$ cat config.mk
export PLATFORM = sky130hd
export DESIGN_NAME = isotp_reassembler_top_flat
export DESIGN_NICKNAME = d
export VERILOG_FILES = /design/src/rtl/core/isotp_pkg.sv /design/src/rtl/core/isotp_req_if.sv /design/src/rtl/core/isotp_rsp_if.sv /design/src/rtl/core/isotp_in_stage.sv /design/src/rtl/core/isotp_decode.sv /design/src/rtl/core/isotp_reassembler_top.sv /design/src/flat_wrapper.sv
export SDC_FILE = /design/constraint.sdc
export NUM_CORES = 1
export LEC_CHECK = 0
export BUFFER_PORTS_ARGS = -buffer_cell sky130_fd_sc_hd__buf_2
export CORE_ASPECT_RATIO = 0.75
export CORE_MARGIN = 8
export CORE_UTILIZATION = 40
export CTS_BUF_LIST = sky130_fd_sc_hd__clkbuf_4 sky130_fd_sc_hd__clkbuf_8
export DETAILED_ROUTE_END_ITERATION = 7
export PLACE_DENSITY_LB_ADDON = 0.08
export SETUP_SLACK_MARGIN = 0.3
export SLEW_MARGIN = 30
export SYNTH_ARGS = -nofsm -noshare
export SYNTH_HDL_FRONTEND = slang
export SYNTH_SLANG_ARGS = --single-unit
$ cat constraint.sdc
create_clock -name clock -period 6.3 [get_ports clock]
set_clock_uncertainty 0.05 [all_clocks]
set_input_delay 0.63 -clock clock [delete_from_list [all_inputs] [get_ports clock]]
set_output_delay 0.63 -clock clock [all_outputs]
set_load 0.05 [all_outputs]
$ cat src/rtl/core/isotp_pkg.sv
`timescale 1ns / 1ps
// Shared types and constants of the ISO-TP reassembler.
// No dependencies; every module of the block imports this package.
package isotp_pkg;

   localparam int unsigned FRAME_BYTES = 8;
   localparam int unsigned CHUNK_BYTES = 7;
   localparam int unsigned LEN_W = 12;

   localparam logic [LEN_W-1:0] MAX_MESSAGE_BYTES = 12'd4095;
   localparam logic [LEN_W-1:0] CAPACITY_RESET = 12'd4095;

   localparam logic [3:0] PCI_SINGLE = 4'h0;
   localparam logic [3:0] PCI_FIRST = 4'h1;
   localparam logic [3:0] PCI_CONSECUTIVE = 4'h2;

   typedef enum logic [1:0] {
      PH_IDLE = 2'd0,
      PH_RECV = 2'd1,
      PH_DONE = 2'd2
   } phase_type;

   typedef enum logic [2:0] {
      ST_PROGRESS = 3'd0,
      ST_COMPLETE = 3'd1,
      ST_BADLEN = 3'd2,
      ST_SHORT = 3'd3,
      ST_BADTYPE = 3'd4,
      ST_BADSEQ = 3'd5,
      ST_INCOMPLETE = 3'd6,
      ST_IGNORED = 3'd7
   } status_type;

   typedef struct packed {
      logic [8*FRAME_BYTES-1:0] data;
      logic [3:0] len;
      logic last;
   } frame_type;

   typedef struct packed {
      phase_type phase;
      logic [LEN_W-1:0] total_length;
      logic [LEN_W-1:0] byte_offset;
      logic [3:0] expected_sequence;
   } rx_state_type;

   typedef struct packed {
      logic [8*CHUNK_BYTES-1:0] chunk_data;
      logic [2:0] chunk_len;
      logic [LEN_W-1:0] chunk_offset;
      logic [LEN_W-1:0] message_length;
      status_type status;
   } result_type;

endpackage

$ cat src/rtl/core/isotp_req_if.sv
`timescale 1ns / 1ps
// Valid/ready channel that carries one received CAN frame per transaction.
// Depends on nothing.
interface isotp_req_if;
   logic valid;
   logic ready;
   logic [63:0] frame_data;
   logic [3:0] frame_len;
   logic last_frame;

   modport source (output valid, output frame_data, output frame_len, output last_frame,
                   input ready);
   modport sink (input valid, input frame_data, input frame_len, input last_frame,
                 output ready);
endinterface

$ cat src/rtl/core/isotp_rsp_if.sv
`timescale 1ns / 1ps
// Valid/ready channel that carries one reassembly result per transaction.
// Depends on nothing.
interface isotp_rsp_if;
   logic valid;
   logic ready;
   logic [55:0] chunk_data;
   logic [2:0] chunk_len;
   logic [11:0] chunk_offset;
   logic [11:0] message_length;
   logic [2:0] status;

   modport source (output valid, output chunk_data, output chunk_len, output chunk_offset,
                   output message_length, output status, input ready);
   modport sink (input valid, input chunk_data, input chunk_len, input chunk_offset,
                 input message_length, input status, output ready);
endinterface

$ cat src/rtl/core/isotp_in_stage.sv
`timescale 1ns / 1ps
// Input register of the reassembler: captures one frame transaction.
// Depends on isotp_pkg and isotp_req_if.
module isotp_in_stage
   import isotp_pkg::*;
(
   input logic clock,
   input logic reset,
   isotp_req_if.sink req_chan,
   input logic advance,
   output logic frame_valid,
   output frame_type frame
);

   logic valid_ff;
   logic valid_in;
   frame_type frame_ff;
   logic load;

   assign req_chan.ready = !valid_ff || advance;
   assign load = req_chan.valid && req_chan.ready;
   assign valid_in = load || (valid_ff && !advance);

   always_ff @(posedge clock) begin
      if (reset) begin
         valid_ff <= 1'b0;
      end else begin
         valid_ff <= valid_in;
      end
      if (load) begin
         frame_ff.data <= req_chan.frame_data;
         frame_ff.len <= req_chan.frame_len;
         frame_ff.last <= req_chan.last_frame;
      end
   end

   assign frame_valid = valid_ff;
   assign frame = frame_ff;

endmodule

$ cat src/rtl/core/isotp_decode.sv
`timescale 1ns / 1ps
// Frame decoder: checks one frame against the receive state and forms the
// result and the next state. Depends on isotp_pkg.
module isotp_decode
   import isotp_pkg::*;
(
   input frame_type frame,
   input rx_state_type state,
   input logic [LEN_W-1:0] capacity,
   output rx_state_type state_next,
   output result_type result
);

   function automatic logic [8*CHUNK_BYTES-1:0] byte_mask(input logic [2:0] n);
      logic [8*CHUNK_BYTES-1:0] m;
      m = '0;
      for (int k = 0; k < CHUNK_BYTES; k++) begin
         if (3'(k) < n) begin
            m[8*(CHUNK_BYTES-1-k) +: 8] = 8'hFF;
         end
      end
      return m;
   endfunction

   logic [3:0] flen;
   logic [7:0] pci;
   logic [3:0] pci_type;
   logic [3:0] pci_low;
   logic [LEN_W-1:0] ff_len;
   logic [LEN_W-1:0] remaining;
   logic [2:0] cf_n;
   logic [LEN_W-1:0] new_offset;
   status_type status;

   assign flen = (frame.len > 4'd8) ? 4'd8 : frame.len;
   assign pci = frame.data[63:56];
   assign pci_type = pci[7:4];
   assign pci_low = pci[3:0];
   assign ff_len = {pci_low, frame.data[55:48]};
   assign remaining = (state.total_length > state.byte_offset) ?
                      state.total_length - state.byte_offset : '0;
   assign cf_n = (remaining > 12'd7) ? 3'd7 : remaining[2:0];
   assign new_offset = state.byte_offset + {9'd0, cf_n};

   always_comb begin
      state_next = state;
      result.chunk_data = '0;
      result.chunk_len = '0;
      result.chunk_offset = '0;
      status = ST_IGNORED;
      case (state.phase)
         PH_IDLE: begin
            state_next.total_length = '0;
            if (flen == 4'd0) begin
               status = ST_SHORT;
            end else if (pci_type == PCI_SINGLE) begin
               if (pci_low > 4'd7 || {8'd0, pci_low} > capacity) begin
                  status = ST_BADLEN;
               end else if ({1'b0, flen} < {1'b0, pci_low} + 5'd1) begin
                  status = ST_SHORT;
               end else begin
                  state_next.total_length = {8'd0, pci_low};
                  result.chunk_data = frame.data[55:0] & byte_mask(pci_low[2:0]);
                  result.chunk_len = pci_low[2:0];
                  status = ST_COMPLETE;
               end
            end else if (pci_type == PCI_FIRST) begin
               if (ff_len <= 12'd7 || ff_len > capacity || ff_len > MAX_MESSAGE_BYTES) begin
                  status = ST_BADLEN;
               end else if (flen < 4'd8) begin
                  status = ST_SHORT;
               end else begin
                  state_next.total_length = ff_len;
                  result.chunk_data = {frame.data[47:0], 8'd0};
                  result.chunk_len = 3'd6;
                  state_next.byte_offset = 12'd6;
                  state_next.expected_sequence = 4'd1;
                  status = ST_PROGRESS;
               end
            end else begin
               status = ST_BADTYPE;
            end
            state_next.phase = (status == ST_PROGRESS) ? PH_RECV : PH_DONE;
         end
         PH_RECV: begin
            if (flen == 4'd0) begin
               status = ST_SHORT;
            end else if (pci_type != PCI_CONSECUTIVE) begin
               status = ST_BADTYPE;
            end else if (pci_low != state.expected_sequence) begin
               status = ST_BADSEQ;
            end else if ({1'b0, flen} < {2'b0, cf_n} + 5'd1) begin
               status = ST_SHORT;
            end else begin
               result.chunk_data = frame.data[55:0] & byte_mask(cf_n);
               result.chunk_len = cf_n;
               result.chunk_offset = state.byte_offset;
               state_next.byte_offset = new_offset;
               state_next.expected_sequence = state.expected_sequence + 4'd1;
               status = (new_offset >= state.total_length) ? ST_COMPLETE : ST_PROGRESS;
            end
            if (status != ST_PROGRESS) begin
               state_next.phase = PH_DONE;
            end
         end
         default: begin
            status = ST_IGNORED;
         end
      endcase
      if (frame.last) begin
         if (status == ST_PROGRESS) begin
            status = ST_INCOMPLETE;
         end
         state_next.phase = PH_IDLE;
      end
      result.status = status;
      result.message_length = state_next.total_length;
   end

endmodule

$ cat src/rtl/core/isotp_reassembler_top.sv
`timescale 1ns / 1ps
// ISO-TP receive reassembler: one result transaction for every frame transaction, one
// frame per clock cycle sustained while results are taken. An accepted frame passes from the
// input register through combinational decode into the result register. A result that is
// not taken holds the frame in the input register and stalls further frames until the result
// is taken.
// Depends on isotp_pkg, isotp_req_if, isotp_rsp_if, isotp_in_stage, isotp_decode.
module isotp_reassembler_top
   import isotp_pkg::*;
(
   input logic clock,
   input logic reset,
   isotp_req_if.sink req_chan,
   isotp_rsp_if.source rsp_chan,
   input logic csr_wr_en,
   input logic [11:0] csr_wr_data
);

   logic frame_valid;
   frame_type frame;
   logic advance;
   logic out_valid_ff;
   logic out_valid_in;
   result_type out_ff;
   result_type result;
   rx_state_type state_ff;
   rx_state_type state_in;
   logic [LEN_W-1:0] capacity_ff;

   assign advance = frame_valid && (!out_valid_ff || rsp_chan.ready);
   assign out_valid_in = advance || (out_valid_ff && !rsp_chan.ready);

   isotp_in_stage u_in_stage (
      .clock(clock),
      .reset(reset),
      .req_chan(req_chan),
      .advance(advance),
      .frame_valid(frame_valid),
      .frame(frame)
   );

   isotp_decode u_decode (
      .frame(frame),
      .state(state_ff),
      .capacity(capacity_ff),
      .state_next(state_in),
      .result(result)
   );

   always_ff @(posedge clock) begin
      if (reset) begin
         capacity_ff <= CAPACITY_RESET;
         state_ff.phase <= PH_IDLE;
         state_ff.total_length <= '0;
         state_ff.byte_offset <= '0;
         state_ff.expected_sequence <= 4'd1;
         out_valid_ff <= 1'b0;
      end else begin
         if (csr_wr_en) begin
            capacity_ff <= csr_wr_data;
         end
         if (advance) begin
            state_ff <= state_in;
         end
         out_valid_ff <= out_valid_in;
      end
      if (advance) begin
         out_ff <= result;
      end
   end

   assign rsp_chan.valid = out_valid_ff;
   assign rsp_chan.chunk_data = out_ff.chunk_data;
   assign rsp_chan.chunk_len = out_ff.chunk_len;
   assign rsp_chan.chunk_offset = out_ff.chunk_offset;
   assign rsp_chan.message_length = out_ff.message_length;
   assign rsp_chan.status = 3'(out_ff.status);

endmodule

$ cat src/flat_wrapper.sv
// flat-port wrapper written by rule: the top's interface ports become plain ports
module isotp_reassembler_top_flat import isotp_pkg::*;
  (clock, reset, csr_wr_en, csr_wr_data, req_chan_valid, req_chan_frame_data, req_chan_frame_len, req_chan_last_frame, req_chan_ready, rsp_chan_valid, rsp_chan_chunk_data, rsp_chan_chunk_len, rsp_chan_chunk_offset, rsp_chan_message_length, rsp_chan_status, rsp_chan_ready);
  isotp_req_if req_chan_i ();
  isotp_rsp_if rsp_chan_i ();
  input logic clock;
  input logic reset;
  input logic csr_wr_en;
  input logic [11:0] csr_wr_data;
  input wire logic [$bits(req_chan_i.valid)-1:0] req_chan_valid;
  input wire logic [$bits(req_chan_i.frame_data)-1:0] req_chan_frame_data;
  input wire logic [$bits(req_chan_i.frame_len)-1:0] req_chan_frame_len;
  input wire logic [$bits(req_chan_i.last_frame)-1:0] req_chan_last_frame;
  output wire logic [$bits(req_chan_i.ready)-1:0] req_chan_ready;
  output wire logic [$bits(rsp_chan_i.valid)-1:0] rsp_chan_valid;
  output wire logic [$bits(rsp_chan_i.chunk_data)-1:0] rsp_chan_chunk_data;
  output wire logic [$bits(rsp_chan_i.chunk_len)-1:0] rsp_chan_chunk_len;
  output wire logic [$bits(rsp_chan_i.chunk_offset)-1:0] rsp_chan_chunk_offset;
  output wire logic [$bits(rsp_chan_i.message_length)-1:0] rsp_chan_message_length;
  output wire logic [$bits(rsp_chan_i.status)-1:0] rsp_chan_status;
  input wire logic [$bits(rsp_chan_i.ready)-1:0] rsp_chan_ready;
  assign req_chan_i.valid = req_chan_valid;
  assign req_chan_i.frame_data = req_chan_frame_data;
  assign req_chan_i.frame_len = req_chan_frame_len;
  assign req_chan_i.last_frame = req_chan_last_frame;
  assign req_chan_ready = req_chan_i.ready;
  assign rsp_chan_valid = rsp_chan_i.valid;
  assign rsp_chan_chunk_data = rsp_chan_i.chunk_data;
  assign rsp_chan_chunk_len = rsp_chan_i.chunk_len;
  assign rsp_chan_chunk_offset = rsp_chan_i.chunk_offset;
  assign rsp_chan_message_length = rsp_chan_i.message_length;
  assign rsp_chan_status = rsp_chan_i.status;
  assign rsp_chan_i.ready = rsp_chan_ready;
  isotp_reassembler_top u_core (.clock(clock), .reset(reset), .req_chan(req_chan_i), .rsp_chan(rsp_chan_i), .csr_wr_en(csr_wr_en), .csr_wr_data(csr_wr_data));
endmodule
# After elaboration in Yosys (flattened, before gate mapping)
# Index checks and enable logic that the tools add are counted.
[op_classes] muxes=134 magnitude_cmp=26 addsub=5 bitwise=3 eq_ne=14 n_reduce_logical=26
[op_table] operator="two-way mux 8 bit" n=84
[op_table] operator="two-way mux 59 bit" n=7
[op_table] operator="two-way mux 71 bit" n=4
[op_table] operator="case mux 59 bit (2 select lines)" n=1
[op_table] operator="bitwise AND 56 bit" n=2
[op_table] operator="two-way mux 28 bit" n=4
[op_table] operator="two-way mux 16 bit" n=5
[op_table] operator="two-way mux 12 bit" n=3
[op_table] operator="two-way mux 3 bit" n=11
[op_table] operator="case mux 16 bit (2 select lines)" n=1
[op_table] operator="greater-than comparator 12 bit" n=2
[op_table] operator="less-than comparator 3 bit, first input constant" n=6
[op_table] operator="!= test 2 bit, second input constant" n=9
[op_table] operator="two-way mux 2 bit" n=8
[op_table] operator="adder 12 x 3 -> 12 bit" n=1
[op_table] operator=">= comparator 12 bit" n=1
[op_table] operator="greater-than comparator 12 bit, second input constant" n=1
[op_table] operator="greater-than comparator 12 x 3 -> 1 bit, second input constant" n=1
[op_table] operator="greater-than comparator 4 x 12 -> 1 bit" n=1
[op_table] operator="less-or-equal comparator 12 x 3 -> 1 bit, second input constant" n=1
[op_table] operator="less-than comparator 1 x 3 -> 1 bit, first input constant" n=4
[op_table] operator="less-than comparator 2 x 3 -> 1 bit, first input constant" n=4
[op_table] operator="two-way mux 4 bit" n=3
[op_table] operator="subtractor 12 bit" n=1
[op_table] operator="other kinds (28)" n=43
[word_totals] ff_bits=199 out_inout_bits=88

# Depth between registers and ports, before layout
# Gate-level depths: netlist of run 1.
[logic_depth] ltp_word=17 depth_mapped=27 mapped_depth_nobuf=25

# Cells and area by module
# Synthesis of run 1 repeated with hierarchy kept, for this count alone.
[unflattened] hier_cells=877 area_unflattened_um2=10247.3
[by_module_without_submodules] module="isotp_reassembler_top" instances=1 area_each_um2=4419.2 cells_each=260
[by_module_without_submodules] module="isotp_decode" instances=1 area_each_um2=3701.0 cells_each=543
[by_module_without_submodules] module="isotp_in_stage" instances=1 area_each_um2=2127.0 cells_each=74

# Worst setup path before layout of run 1
# Ideal clock, no wire load.
[synth_path] kind="register to register" start="reg u_core.state_ff[16] (netlist name)" end="reg u_core.out_ff (netlist bit u_core.rsp_chan.chunk_data[16]), data pin" path_stages_with_launch=26 required_ns=6.117 setup_slack_ns=0.945 t_arrival_ns=5.172 setup_time_ns=0.133 period_less_slack_ns=5.355 path_cell_list="dfxtp_1 -> inv_1 -> ha_1 -> fa_1 -> nand2b_1 -> a21oi_1 -> mux2i_1 -> nand4_2 -> nor4b_4 -> nor2_1 -> ha_1 -> inv_1 -> ha_1 -> a211oi_1 -> and2_1 -> a21o_1 -> o21ai_0 -> nand2_1 -> ha_1 -> o21a_1 -> nor2_1 -> or3_1 -> or2_2 -> a21oi_2 -> o2bb2ai_1 -> a22o_1"
[synth_lines] element="from (decl)" line_no="isotp_reassembler_top.sv:26" rtl="rx_state_type state_ff;"
[synth_lines] element="from (signal assigned)" line_no="isotp_reassembler_top.sv:63" rtl="state_ff <= state_in;"
[synth_lines] element="to (signal assigned)" line_no="isotp_reassembler_top.sv:68" rtl="out_ff <= result;"
[synth_lines] element="to (decl)" line_no="isotp_reassembler_top.sv:24" rtl="result_type out_ff;"

==> run summary, run 1 <==
TritonCTS buffer count: 17
CP required: 6.61 ns
Synthesized area per cell: 11.44 sq um
First-pass GRT wire length: 45.20 mm
EDFF count, synth: 155
CP Max Fanout: 13
1st-pass router iterations: 5
Final antenna-violating net count: 0
Sequential fraction of the synthesis area: 0.5575
Fmax: 0.1779 GHz
Ratio of cells with drive above 1 in the final layout: 0.2648
Post-route DRC: 0
# diodes: 0
Setup CP Type: flop to flop
Status: finished clean
Clk sinks: 199
Root Buffer: clkbuf_8
I/O pin count: 174
Slew HR: 0.3910
Worst R2R Setup Slack: 0.68 ns
Starting Density: 0.4028
Register area: 5535 sq um
Die height: 152.4 um
Hold Vio Cnt, Final: 0
Vias per std cell: 5.330
Final period utilization: 0.8924
Clock Latency Late Sink: 0.49 ns
Vias in the first global route: 7294
Site Rows: 50
Top-count cell post-synth: edfxtp_1
Area of the multi-input gates: 4148 sq um
DIE AREA: 30170 sq um
CP endpoint kind: flop
DP HPWL: 21.70 mm
Final hold slack: 0.2592 ns
Startpoint types: flop
Via count of the routed design: 7456
Critical Path AT: 5.93 ns
Total routed wirelength: 29.56 mm
Initial antenna violation count: 1
Slew Viols, Final: 0
Synth-to-Final Area Change: 18.88%
Synth area leader: edfxtp_1
Count of state elements after synthesis: 199
Initial drt markers: 614
Cell variety after synth: 78
Area of the core: 24650 sq um
Synth top cells by count: edfxtp_1, nand2_1, inv_1
Gate Count Post-Synth: 868
RSZ-0062 raised after global routing: no
Main synth FF type: edfxtp_1
Largest net degree at the start of global routing: 71
VDD IR max: 0.0001617 V
Leakage power: 4.515 nW
Area share of the largest cell type after synthesis: 0.4688
Number of buffers added on ports: 173
Setup TNS: 0 ns
# fillers: 2351
Clock slew at reported path FFs: 0.11 ns
Global-route usage over all layers: 0.1956
Die width: 197.9 um
CTS Hold Bufs: 0
Clock Tree Buf Depth: 2
Total grt overflow: 0
GP Congestion: 0.9188
PD cells: 237.9 nW/um^2
Slew @ Worst Pin: 0.9125 ns
# H-tree levels: 4
Synth Cell Area: 9928 sq um
YS warnings: 0
Total Nets Final: 1190
Max cap viols: 0
Min Tclk post-route: 5.622 ns
CTS tree: yes
Async S/R FF share, synth: 0
HP Class: primary input to flop
Wire per inst: 21.13 um
# setup viols final: 0
Top cells by area, synth: edfxtp_1, dfxtp_1, ha_1
[cells by family after synthesis]
kind of cell,share of synthesized area
buffers and inverters,0.04045
muxes,0.004033
xor gates and xnor gates,0.01676
adders and majority gates,0.07209
and+or+nand+nor,0.1251
other,0.0003777
AOI/OAI and AO/OA,0.1836
DFF,0.5575
[through the flow]
stage                     utilization  power (W)  std cells  instance area [sq um]  worst slack [ns]
after floorplan                     -   0.001830        869                   9932            0.9453
after global placement         0.4551   0.001967       1363                  11220            0.1911
after detailed placement       0.4552   0.001966       1363                  11220            0.1327
after CTS                      0.4726   0.002818       1396                  11650            0.2910
after global routing           0.4788   0.002927       1399                  11800            0.3487
final                          0.4788   0.002807       1399                  11800            0.6781
[per-layer routing]
metal | share of wire | global-route usage | routed length, um | vias to the layer above
met4 | 0.0071 | 0.03336 | 211 | 2
met2 | 0.40 | 0.2654 | 11810 | 265
met3 | 0.078 | 0.05760 | 2313 | 15
met5 | 0.00041 | 0 | 12 | -
met1 | 0.51 | 0.3021 | 15220 | 3545
li1 | - | - | - | 3629
[power breakdown]
| group | internal (W) | leakage (nW) | total [W] | switching, W |
|---|---|---|---|---|
| registers | 0.00148 | 1.82 | 0.00152 | 0.0000410 |
| logic | 0.000139 | 2.50 | 0.000439 | 0.000300 |
| clock network | 0.000361 | 0.196 | 0.000849 | 0.000488 |
| total | 0.00198 | 4.52 | 0.00281 | 0.000830 |
[sequential cells by signal, indices dropped and copies added, names as in the netlist]
name                            count
u_core.capacity_ff                 12
u_core.rsp_chan.chunk_data         56
u_core.rsp_chan.chunk_len           3
u_core.rsp_chan.chunk_offset       12
u_core.rsp_chan.message_length     12
u_core.rsp_chan.status              3
u_core.rsp_chan.valid               1
u_core.state_ff                    30
u_core.u_in_stage.frame            69
u_core.u_in_stage.frame_valid       1
[timing repair]
action                                  4_1_cts  5_1_grt
resized for setup                             4       26
setup buffers                                 1        2
pin swaps                                     2        6
endpoints found under the setup margin       19       58
[final timing paths]
check	start	end	depth (start not counted)
setup / recovery	u_core.state_ff[12]	u_core.rsp_chan.chunk_data[22]	25
hold / removal	req_chan_frame_data[39]	u_core.u_in_stage.frame[44]	1
setup reg to reg	u_core.state_ff[12]	u_core.rsp_chan.chunk_data[22]	25
hold reg to reg	u_core.state_ff[26]	u_core.state_ff[26]	2
[final cells by class]
cell class              count  share of cell area
clock inverters            15             0.01431
inverters                  62             0.01993
flip-flops and latches    199              0.4690
well taps                 338             0.03583
clock buffers              17             0.01982
repair buffers            197             0.08969
multi-input cells         571              0.3514
[placed cells by master (no fill, tap or decap), types with 7 or more instances in the layout]
cell type  instances
o21ai_1            8
and2_1            17
o21ai_0           35
nand2_1           72
a21o_1             7
nand4_1            8
a21oi_2            7
clkbuf_8          17
a21oi_1           47
nand3_1           14
nand2b_1          12
o21a_1             7
xnor2_1           13
nor2_1            40
ha_1              54
dfxtp_1           44
buf_4             23
inv_1             61
nor2b_1           19
buf_2            173
o41ai_1           10
a211oi_1           7
a31o_2             7
edfxtp_1         155
nor3_1            10
a22o_1            40
o211ai_1          22
[worst max-delay path, cell delays in order, from the launching register on]
cell,delay (ns)
dfxtp_1,0.45
inv_1,0.11
ha_1,0.52
and3_1,0.21
o21ai_0,0.07
a211oi_1,0.33
mux2i_2,0.12
buf_4,0.18
nor4b_4,0.35
nor2_4,0.08
ha_1,0.28
inv_1,0.05
ha_1,0.18
a211oi_1,0.05
and2_1,0.16
a21o_1,0.16
o21ai_0,0.13
nand2_1,0.08
ha_1,0.30
o21a_1,0.14
nor2_1,0.07
or3_1,0.44
or2_2,0.38
a21oi_4,0.21
o2bb2ai_4,0.21
a22o_1,0.18
(Power assumes the default switching activity.)
==> run 2, diff against run 1 <==
--- a/config.mk
+++ b/config.mk
@@ -12,6 +12,7 @@
 export CTS_BUF_LIST = sky130_fd_sc_hd__clkbuf_4 sky130_fd_sc_hd__clkbuf_8
 export DETAILED_ROUTE_END_ITERATION = 7
 export PLACE_DENSITY_LB_ADDON = 0.08
+export RECOVER_POWER = 50
 export SETUP_SLACK_MARGIN = 0.3
 export SLEW_MARGIN = 30
 export SYNTH_ARGS = -nofsm -noshare
==> run 2 against run 1 <==
The flow now finishes with violations (capacitance limit, slew limit). Register-to-register slack barely moved. Utilization fell by 0.45 points. Critical path depth did not move. First-iteration DRC count rose by 8.8%. Final cell count did not move. Flip-flop and latch count did not move. Via count rose by 0.40%. Worst hold slack got worse by 0.0015 ns. Global-route usage did not move. Count of clock-buffer cells in the layout did not move. Critical path type unchanged. Largest cell class unchanged.
==> run summary, run 2 (same netlist as run 1, synthesis figures left out) <==
Status: finished with violations (was finished clean)
Violated checks: capacitance limit, slew limit
Area of the core: 24650 sq um (unchanged)
CTS tree: yes (unchanged)
Leakage power: 4.316 nW (was 4.515 nW)
Critical Path AT: 5.92 ns (was 5.93 ns)
Clk sinks: 199 (unchanged)
Slew Viols, Final: 108 (was 0)
Wire per inst: 21.20 um (was 21.13 um)
DP HPWL: 21.70 mm (unchanged)
Worst R2R Setup Slack: 0.69 ns (was 0.68 ns)
Slew HR: -0.6418 (was 0.3910)
Critical path startpoint: u_core.state_ff[16] (was u_core.state_ff[12])
# fillers: 2379 (was 2351)
Final antenna-violating net count: 0 (unchanged)
I/O pin count: 174 (unchanged)
Setup TNS: 0 ns (unchanged)
HP Class: primary input to flop (unchanged)
Total grt overflow: 0 (unchanged)
# H-tree levels: 4 (unchanged)
Final Cell Area: 11690 sq um (was 11800 sq um)
Vias per std cell: 5.351 (was 5.330)
R2R Path Start: u_core.state_ff[16] (was u_core.state_ff[12])
Global-route usage over all layers: 0.1956 (unchanged)
Commonest non-fill, non-tap cell in the layout: edfxtp_1 (was buf_2)
Clock Tree Buf Depth: 2 (unchanged)
Die width: 197.9 um (unchanged)
Die height: 152.4 um (unchanged)
Starting Density: 0.4028 (unchanged)
Fin util: 0.4744 (was 0.4788)
Ratio of cells with drive above 1 in the final layout: 0.1960 (was 0.2648)
CP Max Fanout: 8 (was 13)
# setup viols final: 0 (unchanged)
Commonest cells after routing, fill and taps aside: edfxtp_1, buf_2, nand2_1, clkbuf_1, inv_1 (was buf_2, edfxtp_1, nand2_1, inv_1, ha_1)
Site Rows: 50 (unchanged)
Area post-placement: 11220 sq um (unchanged)
Slew @ Worst Pin: 2.463 ns (was 0.9125 ns)
Clock slew at reported path FFs: 0.11 ns (about the same)
GP Congestion: 0.9188 (unchanged)
Placed insts: 1363 (unchanged)
Worst Setup EP: u_core.rsp_chan.chunk_data[45] (was u_core.rsp_chan.chunk_data[22])
CP endpoint kind: flop (unchanged)
Setup CP Type: flop to flop (unchanged)
Post-route DRC: 0 (unchanged)
Initial drt markers: 668 (was 614)
VDD IR max: 0.0001619 V (was 0.0001617 V)
Number of buffers added on ports: 173 (unchanged)
Final period utilization: 0.8904 (was 0.8924)
Hold Vio Cnt, Final: 0 (unchanged)
Total routed wirelength: 29.65 mm (was 29.56 mm)
Clock Latency Late Sink: 0.49 ns (about the same)
Worst r2r dst: u_core.rsp_chan.chunk_data[45] (was u_core.rsp_chan.chunk_data[22])
PD cells: 239.7 nW/um^2 (was 237.9 nW/um^2)
DIE AREA: 30170 sq um (unchanged)
Max cap viols: 3 (was 0)
Startpoint types: flop (unchanged)
Min Tclk post-route: 5.610 ns (was 5.622 ns)
# diodes: 0 (unchanged)
Largest net degree at the start of global routing: 71 (unchanged)
Reg2Reg Depth: 25 (unchanged)
Post-Layout Cell Count: 1399 (unchanged)
Initial antenna violation count: 1 (unchanged)
Total Nets Final: 1190 (unchanged)
TritonCTS buffer count: 17 (unchanged)
Root Buffer: clkbuf_8 (unchanged)
Fmax: 0.1783 GHz (was 0.1779 GHz)
Synth-to-Final Area Change: 17.77% (was 18.88%)
Vias in the first global route: 7294 (unchanged)
Via count of the routed design: 7486 (was 7456)
Dpl ws: 0.1327 ns (unchanged)
RSZ-0062 raised after global routing: no (unchanged)
Max reg flops: 69 (unchanged)
First-pass GRT wire length: 45.20 mm (unchanged)
CP required: 6.61 ns (about the same)
CTS Hold Bufs: 0 (unchanged)
Setup ws final: 0.6902 ns (was 0.6781 ns)
1st-pass router iterations: 5 (unchanged)
## run 2: cell types whose count changed in the layout (fill, tap and decap cells not counted)
| cell | before | now |
|---|---|---|
| and2_0 | 0 | 1 |
| buf_2 | 173 | 103 |
| buf_12 | 1 | 0 |
| buf_4 | 23 | 22 |
| and2_4 | 1 | 0 |
| clkbuf_1 | 0 | 72 |
## run 2: through the flow
stage	total power [W]	hold slack (ns)
floorplan	0.001830	0.4030
global placement	0.001967	0.4184
detailed placement	0.001966	0.4257
CTS	0.002818	0.2088
global route	0.002921	0.2132
finish	0.002803	0.2576
## run 2: final cells by class
class                           instances  area [sq um]  area share
Clock inverter                         15         168.9     0.01445
Inverter                               62         235.2     0.02012
Tap cell                              338         422.9     0.03617
Timing Repair Buffer                  197         950.9     0.08133
Multi-Input combinational cell        571          4145      0.3545
Sequential cell                       199          5535      0.4734
Clock buffer                           17         234.0     0.02001
## run 2: metal layers
| layer | GRT usage | share of wire | vias up |
|---|---|---|---|
| met3 | 0.05760 | 0.079 | 13 |
| met1 | 0.3021 | 0.51 | 3565 |
| met2 | 0.2654 | 0.40 | 276 |
| met4 | 0.03336 | 0.0067 | 2 |
| li1 | - | - | 3630 |
| met5 | 0 | 0.00040 | - |
## run 2: critical path, stage by stage, from the launching register on
cell and delay [ns]:
dfxtp_1 0.41, inv_1 0.06, ha_1 0.21, fa_1 0.46, nand2b_1 0.22, a21oi_2 0.19, a21oi_1 0.09, a32o_1 0.29
nor4b_4 0.40, nor2_4 0.08, ha_1 0.28, inv_1 0.05, ha_1 0.17, a211oi_1 0.05, and2_1 0.16, a21o_1 0.16
o21ai_0 0.13, nand2_1 0.08, ha_1 0.30, o21a_1 0.14, nor2_1 0.07, or3_1 0.44, or2_2 0.38, a31oi_4 0.20
o2bb2ai_4 0.21, a22o_1 0.18
## run 2: repair_timing
action / CTS / global route
resized for setup: 4 / 26
pin swaps: 2 / 6
endpoints found under the setup margin: 19 / 58
setup buffers: 1 / 2
cloned: 0 / 0
## run 2: worst min-delay path by stage
stage,depth (start not counted),endpoint,slack (ns),startpoint
2_1_floorplan,2,u_core.state_ff[19],0.40,u_core.state_ff[19]
3_3_place_gp,2,u_core.state_ff[23],0.42,u_core.state_ff[23]
3_5_place_dp,2,u_core.state_ff[26],0.43,u_core.state_ff[26]
4_1_cts,1,u_core.u_in_stage.frame[36],0.21,req_chan_frame_data[31]
5_1_grt,1,u_core.u_in_stage.frame[20],0.21,req_chan_frame_data[15]
6_report,1,u_core.u_in_stage.frame[14],0.26,req_chan_frame_data[9]
## run 2: power breakdown
group | total [W] | internal (W) | switching (W)
logic | 0.000431 | 0.000131 | 0.000300
registers | 0.00152 | 0.00148 | 0.0000419
clock network | 0.000850 | 0.000361 | 0.000489
total | 0.00280 | 0.00197 | 0.000831
==> run 3, diff against run 2 <==
--- a/config.mk
+++ b/config.mk
@@ -6,7 +6,7 @@
 export NUM_CORES = 1
 export LEC_CHECK = 0
 export BUFFER_PORTS_ARGS = -buffer_cell sky130_fd_sc_hd__buf_2
-export CORE_ASPECT_RATIO = 0.75
+export CORE_ASPECT_RATIO = 1.4
 export CORE_MARGIN = 8
 export CORE_UTILIZATION = 40
 export CTS_BUF_LIST = sky130_fd_sc_hd__clkbuf_4 sky130_fd_sc_hd__clkbuf_8
==> run 3 against run 2 <==
Final cell count is 1.6% lower. Register-to-register slack lost 0.03 ns. The run still ends with capacitance limit, slew limit left. Critical path type unchanged. Utilization shrank 0.16 points. Non-clock buffer count grew 1. Worst hold slack better by 0.016 ns. Critical endpoint unchanged. Clock power decreased by 3.8%. Flip-flop and latch count stayed put. First-iteration DRC count down 31%.
==> run summary, run 3 (same netlist as run 1, synthesis figures left out) <==
Status: finished with violations (unchanged)
Violated checks: capacitance limit, slew limit (unchanged)
Site Rows: 68 (was 50)
DIE AREA: 30190 sq um (was 30170 sq um)
GP Congestion: 0.9103 (was 0.9188)
Reg2Reg Depth: 25 (unchanged)
CP required: 6.60 ns (was 6.61 ns)
Final period utilization: 0.8945 (was 0.8904)
HP Class: primary input to flop (unchanged)
Wire per inst: 21.06 um (was 21.20 um)
Fmax: 0.1775 GHz (was 0.1783 GHz)
Register area: 5540 sq um (was 5535 sq um)
Worst R2R Setup Slack: 0.66 ns (was 0.69 ns)
Crit path top cell by count: ha_1 (unchanged)
Vias in the first global route: 7542 (was 7294)
Setup ws final: 0.6647 ns (was 0.6902 ns)
Final antenna-violating net count: 0 (unchanged)
Crit-path slowest cell: fa_1 (unchanged)
Vias per std cell: 5.381 (was 5.351)
Initial antenna violation count: 0 (was 1)
Die height: 202.4 um (was 152.4 um)
# setup viols final: 0 (unchanged)
Total routed wirelength: 29.01 mm (was 29.65 mm)
Starting Density: 0.4052 (was 0.4028)
DP HPWL: 21.43 mm (was 21.70 mm)
Post-route DRC: 0 (unchanged)
VDD IR max: 0.0001756 V (was 0.0001619 V)
CP endpoint kind: flop (unchanged)
Hold Vio Cnt, Final: 0 (unchanged)
Slew HR: -0.6287 (was -0.6418)
I/O pin count: 174 (unchanged)
Critical Path AT: 5.93 ns (was 5.92 ns)
Setup CP Type: flop to flop (unchanged)
Startpoint types: flop (unchanged)
Ratio of cells with drive above 1 in the final layout: 0.1959 (was 0.1960)
Initial drt markers: 461 (was 668)
Leakage power: 4.299 nW (was 4.316 nW)
# H-tree levels: 4 (unchanged)
Commonest non-fill, non-tap cell in the layout: edfxtp_1 (unchanged)
Worst path bufs/invs: 2 (unchanged)
Clock slew at reported path FFs: 0.11 ns (about the same)
Slew @ Worst Pin: 2.443 ns (was 2.463 ns)
First-pass GRT wire length: 43.18 mm (was 45.20 mm)
# diodes: 0 (unchanged)
CTS Hold Bufs: 0 (unchanged)
CP Max Fanout: 8 (unchanged)
Dpl ws: 0.3496 ns (was 0.1327 ns)
PD cells: 238.2 nW/um^2 (was 239.7 nW/um^2)
Family with the most delay on the worst path: compound AO/OA/AOI/OAI gates (was simple AND/OR/NAND/NOR gates)
Max reg flops: 69 (unchanged)
Worst Setup EP: u_core.rsp_chan.chunk_data[45] (unchanged)
Synth-to-Final Area Change: 16.67% (was 17.77%)
Largest net degree at the start of global routing: 70 (was 71)
Area of the core: 24500 sq um (was 24650 sq um)
Clock Latency Late Sink: 0.48 ns (was 0.49 ns)
Via count of the routed design: 7410 (was 7486)
Number of buffers added on ports: 173 (unchanged)
RSZ-0062 raised after global routing: no (unchanged)
1st-pass router iterations: 5 (unchanged)
Worst r2r dst: u_core.rsp_chan.chunk_data[45] (unchanged)
Setup TNS: 0 ns (unchanged)
Clk sinks: 199 (unchanged)
Root Buffer: clkbuf_8 (unchanged)
Crit. path cell count: 25 (unchanged)
Final Cell Area: 11580 sq um (was 11690 sq um)
Area of the multi-input gates: 4074 sq um (was 4145 sq um)
Die width: 149.2 um (was 197.9 um)
Total Nets Final: 1191 (was 1190)
R2R Path Start: u_core.state_ff[4] (was u_core.state_ff[16])
TritonCTS buffer count: 17 (unchanged)
Worst stage delay on the critical path: 0.45 ns (was 0.46 ns)
Min Tclk post-route: 5.635 ns (was 5.610 ns)
Slew Viols, Final: 108 (unchanged)
# fillers: 2372 (was 2379)
Total grt overflow: 0 (unchanged)
Clock Tree Buf Depth: 2 (unchanged)
Critical path startpoint: u_core.state_ff[4] (was u_core.state_ff[16])
Global-route usage over all layers: 0.1871 (was 0.1956)
Area post-placement: 11220 sq um (about the same)
CTS tree: yes (unchanged)
Max cap viols: 3 (unchanged)
Commonest cells after routing, fill and taps aside: edfxtp_1, buf_2, clkbuf_1, nand2_1, inv_1 (was edfxtp_1, buf_2, nand2_1, clkbuf_1, inv_1)
==> run 3: worst register-to-register path, delay by kind of cell (launching register included) <==
kind                       cells  cell delay, ns
AOI/OAI and AO/OA             11            1.85
adders and majority gates      5            1.48
buffers and inverters          2            0.22
DFF                            1            0.39
and+or+nand+nor                7            1.49
==> run 3: cell type report <==
| type | count | share of cell area |
|---|---|---|
| Multi-Input combinational cell | 571 | 0.3517 |
| Timing Repair Buffer | 198 | 0.08263 |
| Inverter | 62 | 0.02031 |
| Sequential cell | 199 | 0.4783 |
| Clock buffer | 18 | 0.02085 |
| Clock inverter | 14 | 0.01221 |
| Tap cell | 315 | 0.03402 |
==> run 3: how the worst min path moves through the flow <==
| stage | from | endpoint | slack [ns] | cells after the start |
|---|---|---|---|---|
| floorplan | u_core.state_ff[19] | u_core.state_ff[19] | 0.40 | 2 |
| global placement | u_core.state_ff[23] | u_core.state_ff[23] | 0.42 | 2 |
| detailed placement | u_core.state_ff[27] | u_core.state_ff[27] | 0.42 | 2 |
| CTS | req_chan_frame_data[38] | u_core.u_in_stage.frame[43] | 0.24 | 1 |
| global route | req_chan_frame_data[38] | u_core.u_in_stage.frame[43] | 0.23 | 1 |
| finish | req_chan_frame_data[38] | u_core.u_in_stage.frame[43] | 0.27 | 1 |
==> run 3: timing repair <==
item | in CTS | in global routing
buffers inserted | 0 | 1
endpoints found under the setup margin | 1 | 47
pin swaps | 0 | 2
resized for setup | 1 | 23
==> run 3: through the flow <==
step | total power [W] | hold WS, ns | util | cells
floorplan | 0.001830 | 0.4030 | - | 869
global placement | 0.001969 | 0.4168 | 0.4576 | 1343
detailed placement | 0.001969 | 0.4238 | 0.4579 | 1343
CTS | 0.002784 | 0.2372 | 0.4735 | 1375
global route | 0.002877 | 0.2331 | 0.4727 | 1377
finish | 0.002760 | 0.2739 | 0.4727 | 1377
==> run 3: report_power, final <==
part           internal [W]  leakage, nW  switching, W  total [W]
Combinational      0.000131         2.29      0.000290   0.000421
Clock              0.000329        0.194      0.000489   0.000818
Sequential          0.00148         1.82     0.0000414    0.00152
Total               0.00194         4.30      0.000821    0.00276
==> run 3: layer usage <==
| metal | share of wire | track usage |
|---|---|---|
| met1 | 0.43 | 0.2273 |
| met2 | 0.50 | 0.3180 |
| met3 | 0.048 | 0.03626 |
| met4 | 0.026 | 0.07450 |
| met5 | 0 | 0 |
